**src/hdl/vn_pkg.sv**
```systemverilog
`timescale 1ns / 1ps
`default_nettype none
// ----------------------------------------------------------------------------
// vn_pkg
// Shared constants and types for the vector normalization pipeline.
// ----------------------------------------------------------------------------
package vn_pkg;

	localparam int unsigned UNIT_W   = 16;  // width of a Q1.15 unit component
	localparam int unsigned FRAC_Q   = 15;  // quotient bits produced by the divider
	localparam int unsigned MAG_W    = 16;  // width of the reported length
	localparam int unsigned LANES    = 3;   // x, y, z
	localparam logic [FRAC_Q-1:0] UNIT_MAX = {FRAC_Q{1'b1}};

	// handshake between neighboring cells
	typedef struct packed {
		logic valid;
		logic ready;
	} vn_link_t;

endpackage
`default_nettype wire

```
**src/hdl/vn_div_cell.sv**
```systemverilog
`timescale 1ns / 1ps
`default_nettype none
// ----------------------------------------------------------------------------
// vn_div_cell
// One quotient bit of a restoring division, for all three lanes at once.
// ----------------------------------------------------------------------------
module vn_div_cell import vn_pkg::*; #(
	parameter int unsigned W      = 16,
	parameter int unsigned SIDE_W = 23
) (
	input  wire logic                          clk,
	input  wire logic                          arst_n,
	input  wire logic                          up_valid,
	output      vn_link_t                      up_link,
	input  wire logic [LANES-1:0][W:0]         r_in,
	input  wire logic [LANES-1:0][FRAC_Q-1:0]  q_in,
	input  wire logic [W-1:0]                  m_in,
	input  wire logic [SIDE_W-1:0]             side_in,
	input  wire logic                          dn_ready,
	output      logic                          dn_valid,
	output      logic [LANES-1:0][W:0]         r_out,
	output      logic [LANES-1:0][FRAC_Q-1:0]  q_out,
	output      logic [W-1:0]                  m_out,
	output      logic [SIDE_W-1:0]             side_out
);

	logic                  valid_q;
	logic                  adv;
	logic [LANES-1:0][W:0] r_next;
	logic [LANES-1:0]      bit_next;

	assign adv           = !valid_q || dn_ready;
	assign up_link.ready = adv;
	assign up_link.valid = up_valid;
	assign dn_valid      = valid_q;

	// shift the partial remainder, subtract the divisor where it fits
	always_comb begin
		logic [W:0] r2;
		for (int i = 0; i < LANES; i++) begin
			r2 = {r_in[i][W-1:0], 1'b0};
			bit_next[i] = (r2 >= {1'b0, m_in});
			r_next[i]   = bit_next[i] ? (r2 - {1'b0, m_in}) : r2;
		end
	end

	always_ff @(posedge clk or negedge arst_n) begin
		if (!arst_n) begin
			valid_q <= 1'b0;
		end else if (adv) begin
			valid_q <= up_valid;
		end
	end

	always_ff @(posedge clk) begin
		if (adv && up_valid) begin
			for (int i = 0; i < LANES; i++) begin
				r_out[i] <= r_next[i];
				q_out[i] <= {q_in[i][FRAC_Q-2:0], bit_next[i]};
			end
			m_out    <= m_in;
			side_out <= side_in;
		end
	end

endmodule
`default_nettype wire

```
**config.mk**
```make
export PLATFORM = sky130hd
export DESIGN_NAME = vn_div_cell
export DESIGN_NICKNAME = d
export VERILOG_FILES = /design/src/hdl/vn_pkg.sv /design/src/hdl/vn_div_cell.sv
export SDC_FILE = /design/constraint.sdc
export NUM_CORES = 1
export LEC_CHECK = 0
export BUFFER_PORTS_ARGS = -buffer_cell sky130_fd_sc_hd__buf_2
export CORE_MARGIN = 3
export CORE_UTILIZATION = 50
export CTS_CLUSTER_DIAMETER = 100
export DETAILED_ROUTE_END_ITERATION = 10
export PLACE_DENSITY = 0.8
export SLEW_MARGIN = 20
export SYNTH_ARGS = -nofsm -noshare
export SYNTH_HDL_FRONTEND = slang
export SYNTH_SLANG_ARGS = --single-unit
```
**constraint.sdc**
```tcl
create_clock -name clk -period 5.8 [get_ports clk]
set_input_delay 0.87 -clock clk [delete_from_list [all_inputs] [get_ports clk]]
set_output_delay 0.87 -clock clk [all_outputs]
set_load 0.01 [all_outputs]
```
* Word-level counts from Yosys, hierarchy flattened
Index checks and enable logic that the tools add are counted.
** Storage, ports and cells
- Register bits after elaboration :: 136
- Input port bits :: 139
- Output and inout port bits :: 138
- Logic and storage cells :: 24
** Operators by class
- Add/subtract/negate cells :: 3
- Order comparisons :: 3
- Mux-type cells :: 3
- Reductions and logical operators :: 3
** Operators with widths (count)
- greater-or-equal comparator 17 x 16 -> 1 bit :: 3
- 2-to-1 mux 17 bit :: 3
- subtractor 17 x 16 -> 17 bit :: 3
- logical AND 1 bit :: 1
- zero test 1 bit :: 1
- logical OR 1 bit :: 1

* Logic depth before layout (Yosys ltp)
- Word-level depth :: 3
- Gate-level depth with buffers :: 12
- Depth with buffers taken out :: 10

* Worst setup path after synthesis
OpenSTA, ideal clock, no wires.
- Path kind :: input to register
- Start :: input dn_ready
- End :: register m_out[0] (enable)
- Library setup time :: 0.510 ns
- Data arrival time :: 4.106 ns
- Data required time :: 5.290 ns
- Path slack :: 1.184 ns
- Cell stages on the path :: 2
- Buffers on the path :: 0
- Cells stage by stage :: nand2b_1 and2_1
** Between the ends
- Longest elaborated chain between the ends :: 2
** RTL lines
- start, declared :: line vn_div_cell.sv:19 : input wire logic dn_ready,
- logical OR 1 bit :: line vn_div_cell.sv:32 : assign adv = !valid_q || dn_ready;
- logical AND 1 bit :: line vn_div_cell.sv:56 : if (adv && up_valid) begin
- end signal, assigned :: line vn_div_cell.sv:61 : m_out <= m_in;
- end, declared :: line vn_div_cell.sv:23 : output logic [W-1:0] m_out,
No other way between the ends.
A chain may end at the register's enable or synchronous reset.

==> run metrics <==
total wire length 19.4 mm; Compound-Gate Fraction of Synth Area between 10% and 20%; Int Pwr 0.00203 W; FFs w/ async S/R, synth 0.735%; clock-pin slew on the worst setup and hold paths 60 ps; Post-DRT Antenna Nets 0; crit share post-route 60.6%; Total GRT Usage 23.7%; # rows 43; CTS Buffer Depth 2; H-Tree Depth 4; headroom to the max-slew limit 27.6%; worst-skew pair later-pin latency around 400 ps; simple-gate share of the synthesized area 9.17%; CTS resizes 0; post-CTS repair timing setup buffer count 0; power share of the clock group 36.4%; Sw Ratio 27.2%; critical path class input port to register; Syn Nets 779; Worst VDD drop 178 uV; Worst R2R End r_out[11]$_DFFE_PP_; Yosys warning count 0; width of the chip ~130 um; largest net degree at the start of global routing 53; PortBufs 270; Power Total 0.00278 W; synthesis-stage register bit count 136; routability cong. 0.871; Final Hold Fails 0; R2R setup slack between 3000 and 4000 ps; RSZ-0062 raised after global routing no; Routed WL per cell 18.3 um; I/O Pins 277; total CTS buffers 17; mux contribution to synthesized area 5.02%; max-capacitance violation count 0; Vias 5735; number of flops mapped to enable cells by yosys roughly 140; Flop pwr share 43.1%; Slew Viols, Final 0; Crit. Startpoint m_in[1]; Critical Path End Type register; Gate power share between 20% and 30%; Area Overhead vs Synth 28.9%; average size of a mapped cell 12.3 um2; min cycle time layout around 3500 ps; synthesized area 7260 um2; post-synthesis adder-cell area fraction 9.10%; reg2reg path depth 3; Final TNS setup 0 ps; drt initial violations 362; Cell Pwr Density 297 nW/um2; Hold Buf Count CTS 0; layout cells sized above 1 38.4%; total die area 16000 um2; cell count after synthesis ~590; CP arrival 3670 ps; antenna violations before repair 4; vias in the first global route about 5400; Fmax 0.285 GHz; Final setup violation count 0; share of the yosys chip area belonging to registers 56.2%; initial cell density of the core 51.7%; TritonCTS clock tree built; Clock Sinks 136; nets roughly 1100; core area 14000 um2; CP startpoint kind input port; Net Switching between 0.0007 and 0.0008 W; top_reg_cell synth edfxtp_1; crit-path max FO 17; worst hold path type input port to async pin; worst clock skew 8.72 ps; global route overflow 0; worst hold slack 221 ps; largest family of logic cells by synthesized area compound AO/OA/AOI/OAI gates; capture point of the worst path r_out[7]$_DFFE_PP_; CP required 5960 ps; Cell variety after synth 61; status completed; HPWL after DPL 15.0 mm; xor and xnor area share after synthesis 4.10%; clock root cell clkbuf_16; drt via density about 5.4; reg-to-reg startpoint dn_valid$_DFFE_PN0N_; leakage 4.11 nW; Slew @ Worst Pin 1080 ps; DRT Pass-1 Iters 5; residual DRC count 0; chip height 126 um; first-pass GRT wire length 29.3 mm
-- per-stage QoR --
stage                     util (%)  setup WS (ps)  area [um2]  cells
final                         66.7           2290        9360   1063
after global routing          66.7           2110        9360   1063
after CTS                     66.6           2280        9360   1062
after detailed placement      62.7           1860        8800   1030
after global placement        62.7           1870        8800   1030
after floorplan                  -           1180        7260    589
-- cells in the final DEF, fill, tap and decap left out, types with 13 or more instances in the layout --
master,count
a21oi_1,35
ha_1,48
edfxtp_1,135
nand2_1,43
buf_2,270
nor2_1,32
o21a_1,13
xor2_1,17
xnor2_1,17
a21o_1,17
inv_1,35
mux2_2,18
o21ai_0,35
clkbuf_16,17
-- cell usage after synthesis (4+ instances only) --
cell type	number	area share [%]
nor2_1	32	1.7
inv_1	35	1.8
and2_1	4	0.34
a211oi_1	5	0.52
a21o_1	17	1.8
o21ai_0	35	2.4
nand4_1	7	0.60
a31oi_1	9	0.78
nand2_1	43	2.2
xnor2_1	17	2.1
a21oi_1	35	2.4
and3_1	5	0.43
xor2_1	17	2.1
mux2_4	6	1.2
nor2b_1	7	0.60
edfxtp_1	135	56
mux2i_1	6	0.83
o21bai_1	5	0.52
mux2_2	18	2.8
o21a_1	13	1.3
or3_1	4	0.34
nand2b_1	6	0.52
nand3_1	9	0.62
o21ai_1	5	0.34
nor3_1	8	0.55
clkbuf_1	6	0.31
ha_1	48	8.3
-- metal layers --
layer,track usage [%],part of all wire (%),up-vias
li1,-,-,2794
met1,28.7,39,2670
met2,41.1,51,232
met3,6.78,7.9,33
met4,7.57,2.4,6
met5,0,0.15,-
-- worst max-delay path, cell delays in order --
cell,delay (ps)
buf_2,180
inv_1,120
ha_1,300
nor2b_1,140
o21bai_1,210
a31oi_2,170
o21ai_1,250
a31oi_2,140
nor2_2,830
mux2_2,430
-- how the worst min path moves through the flow --
| stage | startpoint | to | slack, ps | cells after the start |
|---|---|---|---|---|
| after floorplan | dn_valid$_DFFE_PN0N_ | dn_valid$_DFFE_PN0N_ | 560 | 2 |
| after global routing | arst_n | dn_valid$_DFFE_PN0N_ | 200 | 1 |
| final | arst_n | dn_valid$_DFFE_PN0N_ | 220 | 1 |
| after global placement | dn_valid$_DFFE_PN0N_ | dn_valid$_DFFE_PN0N_ | 540 | 2 |
| after detailed placement | dn_valid$_DFFE_PN0N_ | dn_valid$_DFFE_PN0N_ | 560 | 2 |
| after CTS | arst_n | dn_valid$_DFFE_PN0N_ | 210 | 1 |
-- power groups by stage --
stage | clock [W] | combinational, W | sequential, W
finish | 0.00101 | 0.000570 | 0.00120
global placement | 0 | 0.000556 | 0.00122
global route | 0.00108 | 0.000627 | 0.00121
floorplan | 0 | 0.000327 | 0.00127
CTS | 0.00103 | 0.000571 | 0.00120
detailed placement | 0 | 0.000567 | 0.00122
-- flip-flops by register name, indices dropped and copies added, names as in the netlist --
name      cells
r_out        51
q_out        45
side_out     23
m_out        16
dn_valid      1
-- cells by family (layout without fill, tap and decap cells) --
group	Yosys count	after routing
other	0	1
muxes	31	31
DFF	136	136
xor gates and xnor gates	34	34
adders and majority gates	51	51
buffers and inverters	49	342
AOI/OAI and AO/OA	151	151
and+or+nand+nor	137	137
-- cell type report --
type	instances	area [um2]
antenna	1	2.50
clock buffer	19	433
multi-input combinational	404	2980
sequential	136	4080
fill	1090	4680
inverter	35	131
timing repair buffer	275	1390
tap	180	225
clock inverter	13	120
(Power assumes the default switching activity.)
