**src/hdl/vn_pkg.sv**
```systemverilog
`timescale 1ns / 1ps
`default_nettype none
// ----------------------------------------------------------------------------
// vn_pkg
// Shared constants and types for the vector normalization pipeline.
// ----------------------------------------------------------------------------
package vn_pkg;

	localparam int unsigned UNIT_W   = 16;  // width of a Q1.15 unit component
	localparam int unsigned FRAC_Q   = 15;  // quotient bits produced by the divider
	localparam int unsigned MAG_W    = 16;  // width of the reported length
	localparam int unsigned LANES    = 3;   // x, y, z
	localparam logic [FRAC_Q-1:0] UNIT_MAX = {FRAC_Q{1'b1}};

	// handshake between neighboring cells
	typedef struct packed {
		logic valid;
		logic ready;
	} vn_link_t;

endpackage
`default_nettype wire

```
**src/hdl/vn_sqrt_cell.sv**
```systemverilog
`timescale 1ns / 1ps
`default_nettype none
// ----------------------------------------------------------------------------
// vn_sqrt_cell
// One digit of a restoring square root: two radicand bits in, one root bit out.
// ----------------------------------------------------------------------------
module vn_sqrt_cell import vn_pkg::*; #(
	parameter int unsigned W      = 16,
	parameter int unsigned SIDE_W = 52
) (
	input  wire logic                clk,
	input  wire logic                arst_n,
	input  wire logic                up_valid,
	output      vn_link_t            up_link,
	input  wire logic [2*W-1:0]      n_in,
	input  wire logic [W-1:0]        rem_in,
	input  wire logic [W-1:0]        root_in,
	input  wire logic [SIDE_W-1:0]   side_in,
	input  wire logic                dn_ready,
	output      logic                dn_valid,
	output      logic [2*W-1:0]      n_out,
	output      logic [W-1:0]        rem_out,
	output      logic [W-1:0]        root_out,
	output      logic [SIDE_W-1:0]   side_out
);

	logic         valid_q;
	logic         adv;
	logic [W+1:0] rem_sh;
	logic [W+1:0] trial;
	logic [W+1:0] rem_diff;
	logic         ge;

	assign adv             = !valid_q || dn_ready;
	assign up_link.ready   = adv;
	assign up_link.valid   = up_valid;
	assign dn_valid        = valid_q;

	assign rem_sh   = {rem_in, n_in[2*W-1 -: 2]};
	assign trial    = {root_in, 2'b01};
	assign ge       = (rem_sh >= trial);
	assign rem_diff = rem_sh - trial;

	always_ff @(posedge clk or negedge arst_n) begin
		if (!arst_n) begin
			valid_q <= 1'b0;
		end else if (adv) begin
			valid_q <= up_valid;
		end
	end

	always_ff @(posedge clk) begin
		if (adv && up_valid) begin
			n_out    <= {n_in[2*W-3:0], 2'b00};
			rem_out  <= ge ? rem_diff[W-1:0] : rem_sh[W-1:0];
			root_out <= {root_in[W-2:0], ge};
			side_out <= side_in;
		end
	end

endmodule
`default_nettype wire

```
**config.mk**
```make
export PLATFORM = sky130hd
export DESIGN_NAME = vn_sqrt_cell
export DESIGN_NICKNAME = d
export VERILOG_FILES = /design/src/hdl/vn_pkg.sv /design/src/hdl/vn_sqrt_cell.sv
export SDC_FILE = /design/constraint.sdc
export NUM_CORES = 1
export LEC_CHECK = 0
export ABC_CLOCK_PERIOD_IN_PS = 3400
export BUFFER_PORTS_ARGS = -buffer_cell sky130_fd_sc_hd__clkbuf_2
export CAP_MARGIN = 5
export CORE_MARGIN = 2
export CORE_UTILIZATION = 30
export DETAILED_ROUTE_END_ITERATION = 8
export HOLD_SLACK_MARGIN = 0.12
export PLACE_DENSITY_LB_ADDON = 0.3
export SLEW_MARGIN = 0
export SYNTH_ARGS = -nofsm -noshare
export SYNTH_HDL_FRONTEND = slang
export SYNTH_SLANG_ARGS = --single-unit
```
**constraint.sdc**
```tcl
create_clock -name clk -period 3.4 [get_ports clk]
set_input_delay 0.51 -clock clk [delete_from_list [all_inputs] [get_ports clk]]
set_output_delay 0.51 -clock clk [all_outputs]
set_load 0.02 [all_outputs]
```
# ---- Yosys cells after proc, flatten, opt, wreduce, memory -nomap -nowiden
# Cells that the tools add are included.
dict set report totals {
  register_bits 115
  in_bits 120
  out_inout_bits 119
  wordCells 11
}
dict set report classes {
  addsub 1
  n_lt_le_gt_ge 1
  mux 1
  n_reduce_logical 3
}
# cell n
set ops {}
lappend ops {{18-bit greater-or-equal comparator} 1}
lappend ops {{16-bit two-way mux} 1}
lappend ops {{16-bit subtractor} 1}
lappend ops {{1-bit logical AND} 1}
lappend ops {{1-bit logical NOT} 1}
lappend ops {{1-bit logical OR} 1}

# ---- Depth between registers and ports, before layout
# Gate-level depths: netlist of the first run.
dict set report depth {
  word_depth 3
  depth_mapped 10
  ltp_nobuf 7
}

# ---- Worst setup path after synthesis of the first run
# Ideal clock, no wire load.
dict set report synth_timing {
  kind {input to register}
  startpoint {input port dn_ready}
  endpoint {register n_out[10], enable pin}
  setup_ns 0.486
  arrival_time_ns 3.277
  required_ns 2.914
  slack_ns -0.363
  path_stages 2
  n_path_buf 0
  path_cell_list {nand2b_1 and2_1}
}
dict set report synth_via {
  elab_chain_cells 2
}
# item line
set synth_lines {}
lappend synth_lines {{start: declaration} vn_sqrt_cell.sv:19} ;# input wire logic dn_ready,
lappend synth_lines {{1-bit logical OR} vn_sqrt_cell.sv:34} ;# assign adv = !valid_q || dn_ready;
lappend synth_lines {{1-bit logical AND} vn_sqrt_cell.sv:53} ;# if (adv && up_valid) begin
lappend synth_lines {{end signal: assignment} vn_sqrt_cell.sv:54} ;# n_out <= {n_in[2*W-3:0], 2'b00};
lappend synth_lines {{end: declaration} vn_sqrt_cell.sv:21} ;# output logic [2*W-1:0] n_out,
# Every way passes these cells.
# A chain may end at the register's enable or synchronous reset.

# ---- Final worst setup path of the first run
dict set report layout_timing {
  startpoint {input port root_in[3]}
  endpoint {register rem_out[7], data pin}
}
dict set report layout_via {
  elab_chain_cells 2
  word_cells_on_any_way 3
  classes_between {add/sub: 1; order compare: 1; mux: 1}
}
# item line
set layout_lines {}
lappend layout_lines {{start: declaration} vn_sqrt_cell.sv:17} ;# input wire logic [W-1:0] root_in,
lappend layout_lines {{16-bit subtractor or 18-bit greater-or-equal comparator (tied branches)} {vn_sqrt_cell.sv:42, vn_sqrt_cell.sv:41}}
lappend layout_lines {{16-bit two-way mux *} vn_sqrt_cell.sv:55} ;# rem_out <= ge ? rem_diff[W-1:0] : rem_sh[W-1:0];
lappend layout_lines {{end signal: assignment} vn_sqrt_cell.sv:55}
lappend layout_lines {{end: declaration} vn_sqrt_cell.sv:22} ;# output logic [W-1:0] rem_out,
# Mark *: on every way between the ends. The rest lies on a longest branch, timed or not.

==> flow_summary_export.csv, run 1 <==
group,metric,value,unit
global_route,grt_usage,0.148,
die,die_height,130,µm
clock_network,clk-insertion-delay-late,0.41,ns
power,power_frac_clock,0.456,
detailed_routing,drt_iter0_drc,138,
power,p_comb_frac,0.137,
clock_network,clk_path_buf_depth,2,
critical_path,worstPathRequired,3.56,ns
synth,async_reset_ff_frac,0.00870,
power,leakagePower,0.00302,µW
sta,min_period,2.54,ns
layout,ff_latch_area,3450,µm²
clock_network,ctsResizeCount,0,
power,cell_internal_pwr,3130,µW
sta,grt_setup_unrepaired,"false",
place,io_buffers,236,
global_route,grt_pass1_wl,18300,µm
clock_network,post_cts_buffers,0,
layout,diodes,0,
clock_network,clock-sinks,115,
layout,syn_to_final_growth,43.4,%
synth,yosys_most_used_dff,"edfxtp_1",
detailed_routing,wl,13100,µm
layout,final_common_cell,"clkbuf_2",
clock_network,ctsHoldBuffers,1,
clock_network,cts-root-buf,"clkbuf_16",
synth,synthAdderAreaFrac,0.0472,
synth,synthTopCellsByArea,"edfxtp_1 72%, ha_1 4.7%, inv_1 1.8%",
critical_path,path_max_fanout,11,
layout,fin_nets,679,
detailed_routing,routedWlPerCell,17.0,µm
die,rows,46,
layout,final_cell_mix,"236 x clkbuf_2, 114 x edfxtp_1, 23 x inv_1",
die,die_w,130,µm
synth,muxShareOfSynthArea,0.0312,
global_route,antenna_found_initial,0,
sta,period_share,0.746,
die,pin_count,239,
sta,clock_skew,0.00931,ns
layout,finalInstanceArea,6850,µm²
power,power.switching,1030,µW
clock_network,cts_buffers,17,
global_route,grt_pass1_vias,3369,
place,hpwl,10200,µm
power,swShare,0.248,
synth,synth_warnings,0,
synth,yosys.area_share.simple,0.0458,
clock_network,tritoncts,"yes",
place,placed_area,6210,µm²
synth,synth_top_family_by_area,"compound AO/OA/AOI/OAI gates",
detailed_routing,drc,0,
layout,fill_cells,1459,
sta,setup_violations,0,
global_route,grt.overflow.total,0,
critical_path,crit_path_end_kind,"register",
sta,slew_violations,0,
clock_network,h-tree-depth,4,
synth,synth_xor_area_frac,0.0183,
sta,hold_viol_final,0,
synth,syn_area,4780,µm²
status,outcome,"completed",
power,vdd_drop_max,333,µV
power,power_per_cell_area,608,nW/µm²
synth,ys_seq_area_frac,0.722,
detailed_routing,drt_pass1_iterations,4,
detailed_routing,vias,3478,
synth,synth_cell_types,58,
sta,worstMarginPinSlew,0.719,ns
critical_path,cp-start-kind,"primary input",
place,gp_congestion,0.824,
synth,syn_inst,289,
synth,synth_top_area_frac,0.717,
clock_network,path_clk_slew,0.06,ns
power,total_power,4170,µW
sta,clock.fmax,394,MHz
min_path,hold_class,"in -> reg",
detailed_routing,via_per_inst,4.52,
die,start_util,0.304,
die,die_area,16900,µm²
synth,postSynthAreaPerCell,16.5,µm²
die,core,15700,µm²
critical_path,arrival,2.69,ns
synth,synth-compound-area-share,0.0982,
run,maxCapViolations,0,
synth,synth-seq-cells,115,
sta,slew_headroom,0.520,
detailed_routing,final_antenna_net_count,0,
critical_path,critPathKind,"in -> reg",
sta,fin_setup_tns,0,ns
global_route,grt_max_degree,51,
layout,drive_gt1_frac,0.532,
synth,yosysTopAreaCell,"edfxtp_1",
power,pwr-share-seq,0.407,
synth,synth-edff-count,114,
layout,multiInputGateArea,1160,µm²
state kept, by name (all words and copies together), names as in the netlist:
signal and cells:
rem_out 16, root_out 16, dn_valid 1, n_out 30
side_out 52
final cells by class:
class,instances,area share
Sequential cell,115,0.503
Timing Repair Buffer,242,0.183
Multi-Input combinational cell,142,0.169
Clock buffer,18,0.0626
Tap cell,216,0.0395
Clock inverter,14,0.0296
Inverter,23,0.0126
cell families (layout without fill, tap and decap cells):
kind of cell,count (synthesis),after routing
AO/OA/AOI/OAI,62,62
adder cells (fa/ha/maj),18,18
XOR/XNOR,10,10
multiplexers,12,12
other,1,2
buffers and inverters,33,297
AND/OR/NAND/NOR,38,38
flip-flops,115,115
worst paths after layout:
path,startpoint,end,slack [ns],depth (start not counted)
max in group asynchronous,arst_n,dn_valid,2.89,2
min in group asynchronous,arst_n,dn_valid,0.42,2
max,root_in[3],rem_out[7],0.86,9
max reg2reg,dn_valid,root_out[10],1.61,3
min reg2reg,dn_valid,dn_valid,0.55,2
min,side_in[36],side_out[36],0.27,1
power by group through the flow:
stage / sequential (µW) / clock [µW] / combinational [µW]
global placement: 1720 / 0 / 568
global route: 1700 / 2000 / 622
CTS: 1700 / 1940 / 580
finish: 1700 / 1900 / 572
detailed placement: 1730 / 0 / 576
floorplan: 1840 / 0 / 251
stage by stage:
step / hold WS, ns / setup slack, ns / instances / utilization
after floorplan: 0.214 / 0.739 / 290 / -
final: 0.267 / 0.863 / 770 / 0.436
after detailed placement: 0.287 / 0.442 / 737 / 0.395
after global routing: 0.247 / 0.760 / 770 / 0.436
after CTS: 0.249 / 0.877 / 770 / 0.436
after global placement: 0.287 / 0.501 / 737 / 0.395
cells in the mapped netlist, drive strengths merged (2+ instances only):
| cell type | n |
|---|---|
| edfxtp | 114 |
| inv | 23 |
| nor3 | 2 |
| nor2 | 10 |
| o211a | 2 |
| a21oi | 10 |
| a221oi | 4 |
| a31oi | 3 |
| nand4 | 5 |
| mux2 | 11 |
| o21a | 3 |
| o21ai | 9 |
| xnor2 | 7 |
| o31ai | 4 |
| o2111ai | 3 |
| and2 | 4 |
| ha | 18 |
| o21bai | 2 |
| nand2b | 2 |
| a21o | 4 |
| buf | 9 |
| nand2 | 5 |
| nand3 | 2 |
| o211ai | 3 |
| a211oi | 5 |
| xor2 | 3 |
| and3 | 3 |
routing by layer:
layer  global-route usage  share of wire
met1                0.155           0.37
met2                0.268           0.52
met3               0.0570          0.092
met4               0.0595          0.017
met5                    0              0
critical path: stages:
cell and delay [ns]:
clkbuf_2 0.09, inv_1 0.04, ha_1 0.39, and2_4 0.23, a221o_1 0.39, o31ai_4 0.27, o211a_1 0.20, buf_4 0.21
mux2_2 0.35
Power figures use the tool's default switching activity.
==> run 2, diff against run 1 <==
--- a/config.mk
+++ b/config.mk
@@ -5,7 +5,7 @@
 export SDC_FILE = /design/constraint.sdc
 export NUM_CORES = 1
 export LEC_CHECK = 0
-export ABC_CLOCK_PERIOD_IN_PS = 3400
+export ABC_CLOCK_PERIOD_IN_PS = 2250
 export BUFFER_PORTS_ARGS = -buffer_cell sky130_fd_sc_hd__clkbuf_2
 export CAP_MARGIN = 5
 export CORE_MARGIN = 2
==> constraint.sdc (replaced) <==
create_clock -name clk -period 2.25 [get_ports clk]
set_input_delay 0.3375 -clock clk [delete_from_list [all_inputs] [get_ports clk]]
set_output_delay 0.3375 -clock clk [all_outputs]
set_load 0.02 [all_outputs]
==> flow_summary_export.csv, run 2 (synthesized netlist as in run 1, its figures left out) <==
group,metric,value,unit
status,outcome,"completed",
layout,final_cell_count_no_fill,915,
die,die_area,16900,µm²
sta,clock.fmax,462,MHz
detailed_routing,wirelength_met1,6020,µm
sta,min_period,2.16,ns
die,rows,46,
layout,largest_register_ffs,52,
global_route,grt_usage,0.173,
die,die_w,130,µm
power,cell_internal_pwr,5040,µW
place,placed_cells,790,
power,vdd_drop_max,467,µV
sta,setup_violations,0,
layout,final_cell_mix,"236 x clkbuf_2, 114 x edfxtp_1, 94 x dlygate4sd3_1",
layout,syn_to_final_growth,72.5,%
critical_path,critPathKind,"in -> reg",
clock_network,clk_path_buf_depth,2,
critical_path,cpMaxStageDelayCell,"a221o_1",
clock_network,clk-insertion-delay-late,0.41,ns
global_route,grt_pass1_vias,4146,
sta,period_share,0.962,
power,pwr-share-seq,0.384,
detailed_routing,wl,15200,µm
sta,slew_violations,0,
critical_path,path_max_fanout,15,
layout,top_register,"side_out",
detailed_routing,route.met2.wl,7920,µm
critical_path,cp-start-kind,"primary input",
run,maxCapViolations,0,
power,power_frac_clock,0.447,
critical_path,arrival,2.32,ns
clock_network,tritoncts,"yes",
sta,clock_skew,0.00906,ns
detailed_routing,routedWlPerCell,16.6,µm
die,pin_count,239,
detailed_routing,via_per_inst,4.43,
critical_path,worstPathRequired,2.40,ns
layout,final_common_cell,"clkbuf_2",
power,power_per_cell_area,811,nW/µm²
die,die_height,130,µm
clock_network,post_cts_buffers,0,
die,start_util,0.304,
clock_network,path_clk_slew,0.05,ns
detailed_routing,top_layer_used,"met4",
power,p_comb_frac,0.169,
critical_path,crit_path_end_kind,"register",
layout,finalInstanceArea,8240,µm²
clock_network,cts-root-buf,"clkbuf_16",
detailed_routing,route.met3.wl,987,µm
detailed_routing,final_antenna_net_count,0,
detailed_routing,vias,4058,
detailed_routing,drc,0,
detailed_routing,drt_iter0_drc,191,
layout,fin_nets,825,
min_path,hold_class,"in -> reg",
layout,diodes,0,
place,place_ws,-0.338,ns
power,swShare,0.245,
sta,grt_setup_unrepaired,"false",
layout,reg_top3,"side_out (52), n_out (30)",
global_route,grt.overflow.total,0,
global_route,grt_pass1_wl,21600,µm
place,io_buffers,236,
die,core,15700,µm²
layout,drive_gt1_frac,0.501,
clock_network,cts_buffers,17,
clock_network,clock-sinks,115,
critical_path,path_buf_inv,3,
critical_path,path_cells,"clkbuf_2, inv_12, ha_4, and2_4, a221o_1, o31ai_4, o211a_1, buf_12, mux2_2",
critical_path,critPathTopFamily,"compound AO/OA/AOI/OAI gates",
clock_network,h-tree-depth,4,
global_route,antenna_found_initial,0,
place,gp_congestion,0.862,
power,leakagePower,0.00368,µW
critical_path,critical_path.max_stage_delay,0.35,ns
detailed_routing,drt_pass1_iterations,4,
global_route,grt_max_degree,49,
sta,hold_viol_final,0,
place,placed_area,6640,µm²
sta,timing.final.ws_setup,0.0856,ns
place,hpwl,10100,µm
power,power.switching,1640,µW
-- run 2: what timing repair did --
action / CTS / global route
gates resized for setup: 0 / 1
hold endpoints to repair: 94 / 0
setup endpoints to repair: 0 / 3
hold buffers: 94 / 0
-- run 2: final cells by class --
| class | count | area (µm²) |
|---|---|---|
| Timing Repair Buffer | 388 | 2590 |
| Multi-Input combinational cell | 142 | 1170 |
| Inverter | 23 | 98.8 |
| Tap cell | 216 | 270 |
| Clock inverter | 14 | 228 |
| Fill cell | 1335 | 7470 |
| Sequential cell | 115 | 3450 |
| Clock buffer | 17 | 425 |
-- run 2: final timing paths --
path	startpoint	end	slack, ns	cells after the start
min reg2reg	dn_valid	dn_valid	0.55	2
max	root_in[3]	rem_out[6]	0.09	9
max reg2reg	dn_valid	side_out[23]	0.69	3
min in group asynchronous	arst_n	dn_valid	0.25	2
max in group asynchronous	arst_n	dn_valid	1.91	2
min	root_in[9]	root_out[10]	0.14	1
-- run 2: metal layers --
| layer | global-route usage | vias to the layer above |
|---|---|---|
| li1 | - | 1930 |
| met1 | 0.190 | 1936 |
| met2 | 0.310 | 175 |
| met3 | 0.0562 | 17 |
| met4 | 0.0651 | 0 |
| met5 | 0 | - |
-- run 2: power groups by stage --
stage | Sequential [µW] | Combinational (µW) | Clock, µW
finish | 2570 | 1130 | 2990
global placement | 2600 | 972 | 0
floorplan | 2770 | 384 | 0
global route | 2580 | 1220 | 3150
CTS | 2560 | 1130 | 3030
detailed placement | 2610 | 988 | 0
-- run 2: worst register-to-register path, delay by kind of cell, from the launching register on --
family	cells	cell delay [ns]
flops	1	0.37
buf+inv	1	0.32
simple gates	2	0.53
-- run 2: through the flow --
stage / total power [µW] / utilization / hold WS (ns) / TNS, ns
after global routing: 6940 / 0.524 / 0.124 / 0
after CTS: 6720 / 0.524 / 0.130 / 0
after detailed placement: 3590 / 0.423 / 0.114 / -4.43
after floorplan: 3150 / - / 0.0419 / -1.67
after global placement: 3580 / 0.423 / 0.114 / -3.72
final: 6680 / 0.524 / 0.139 / 0
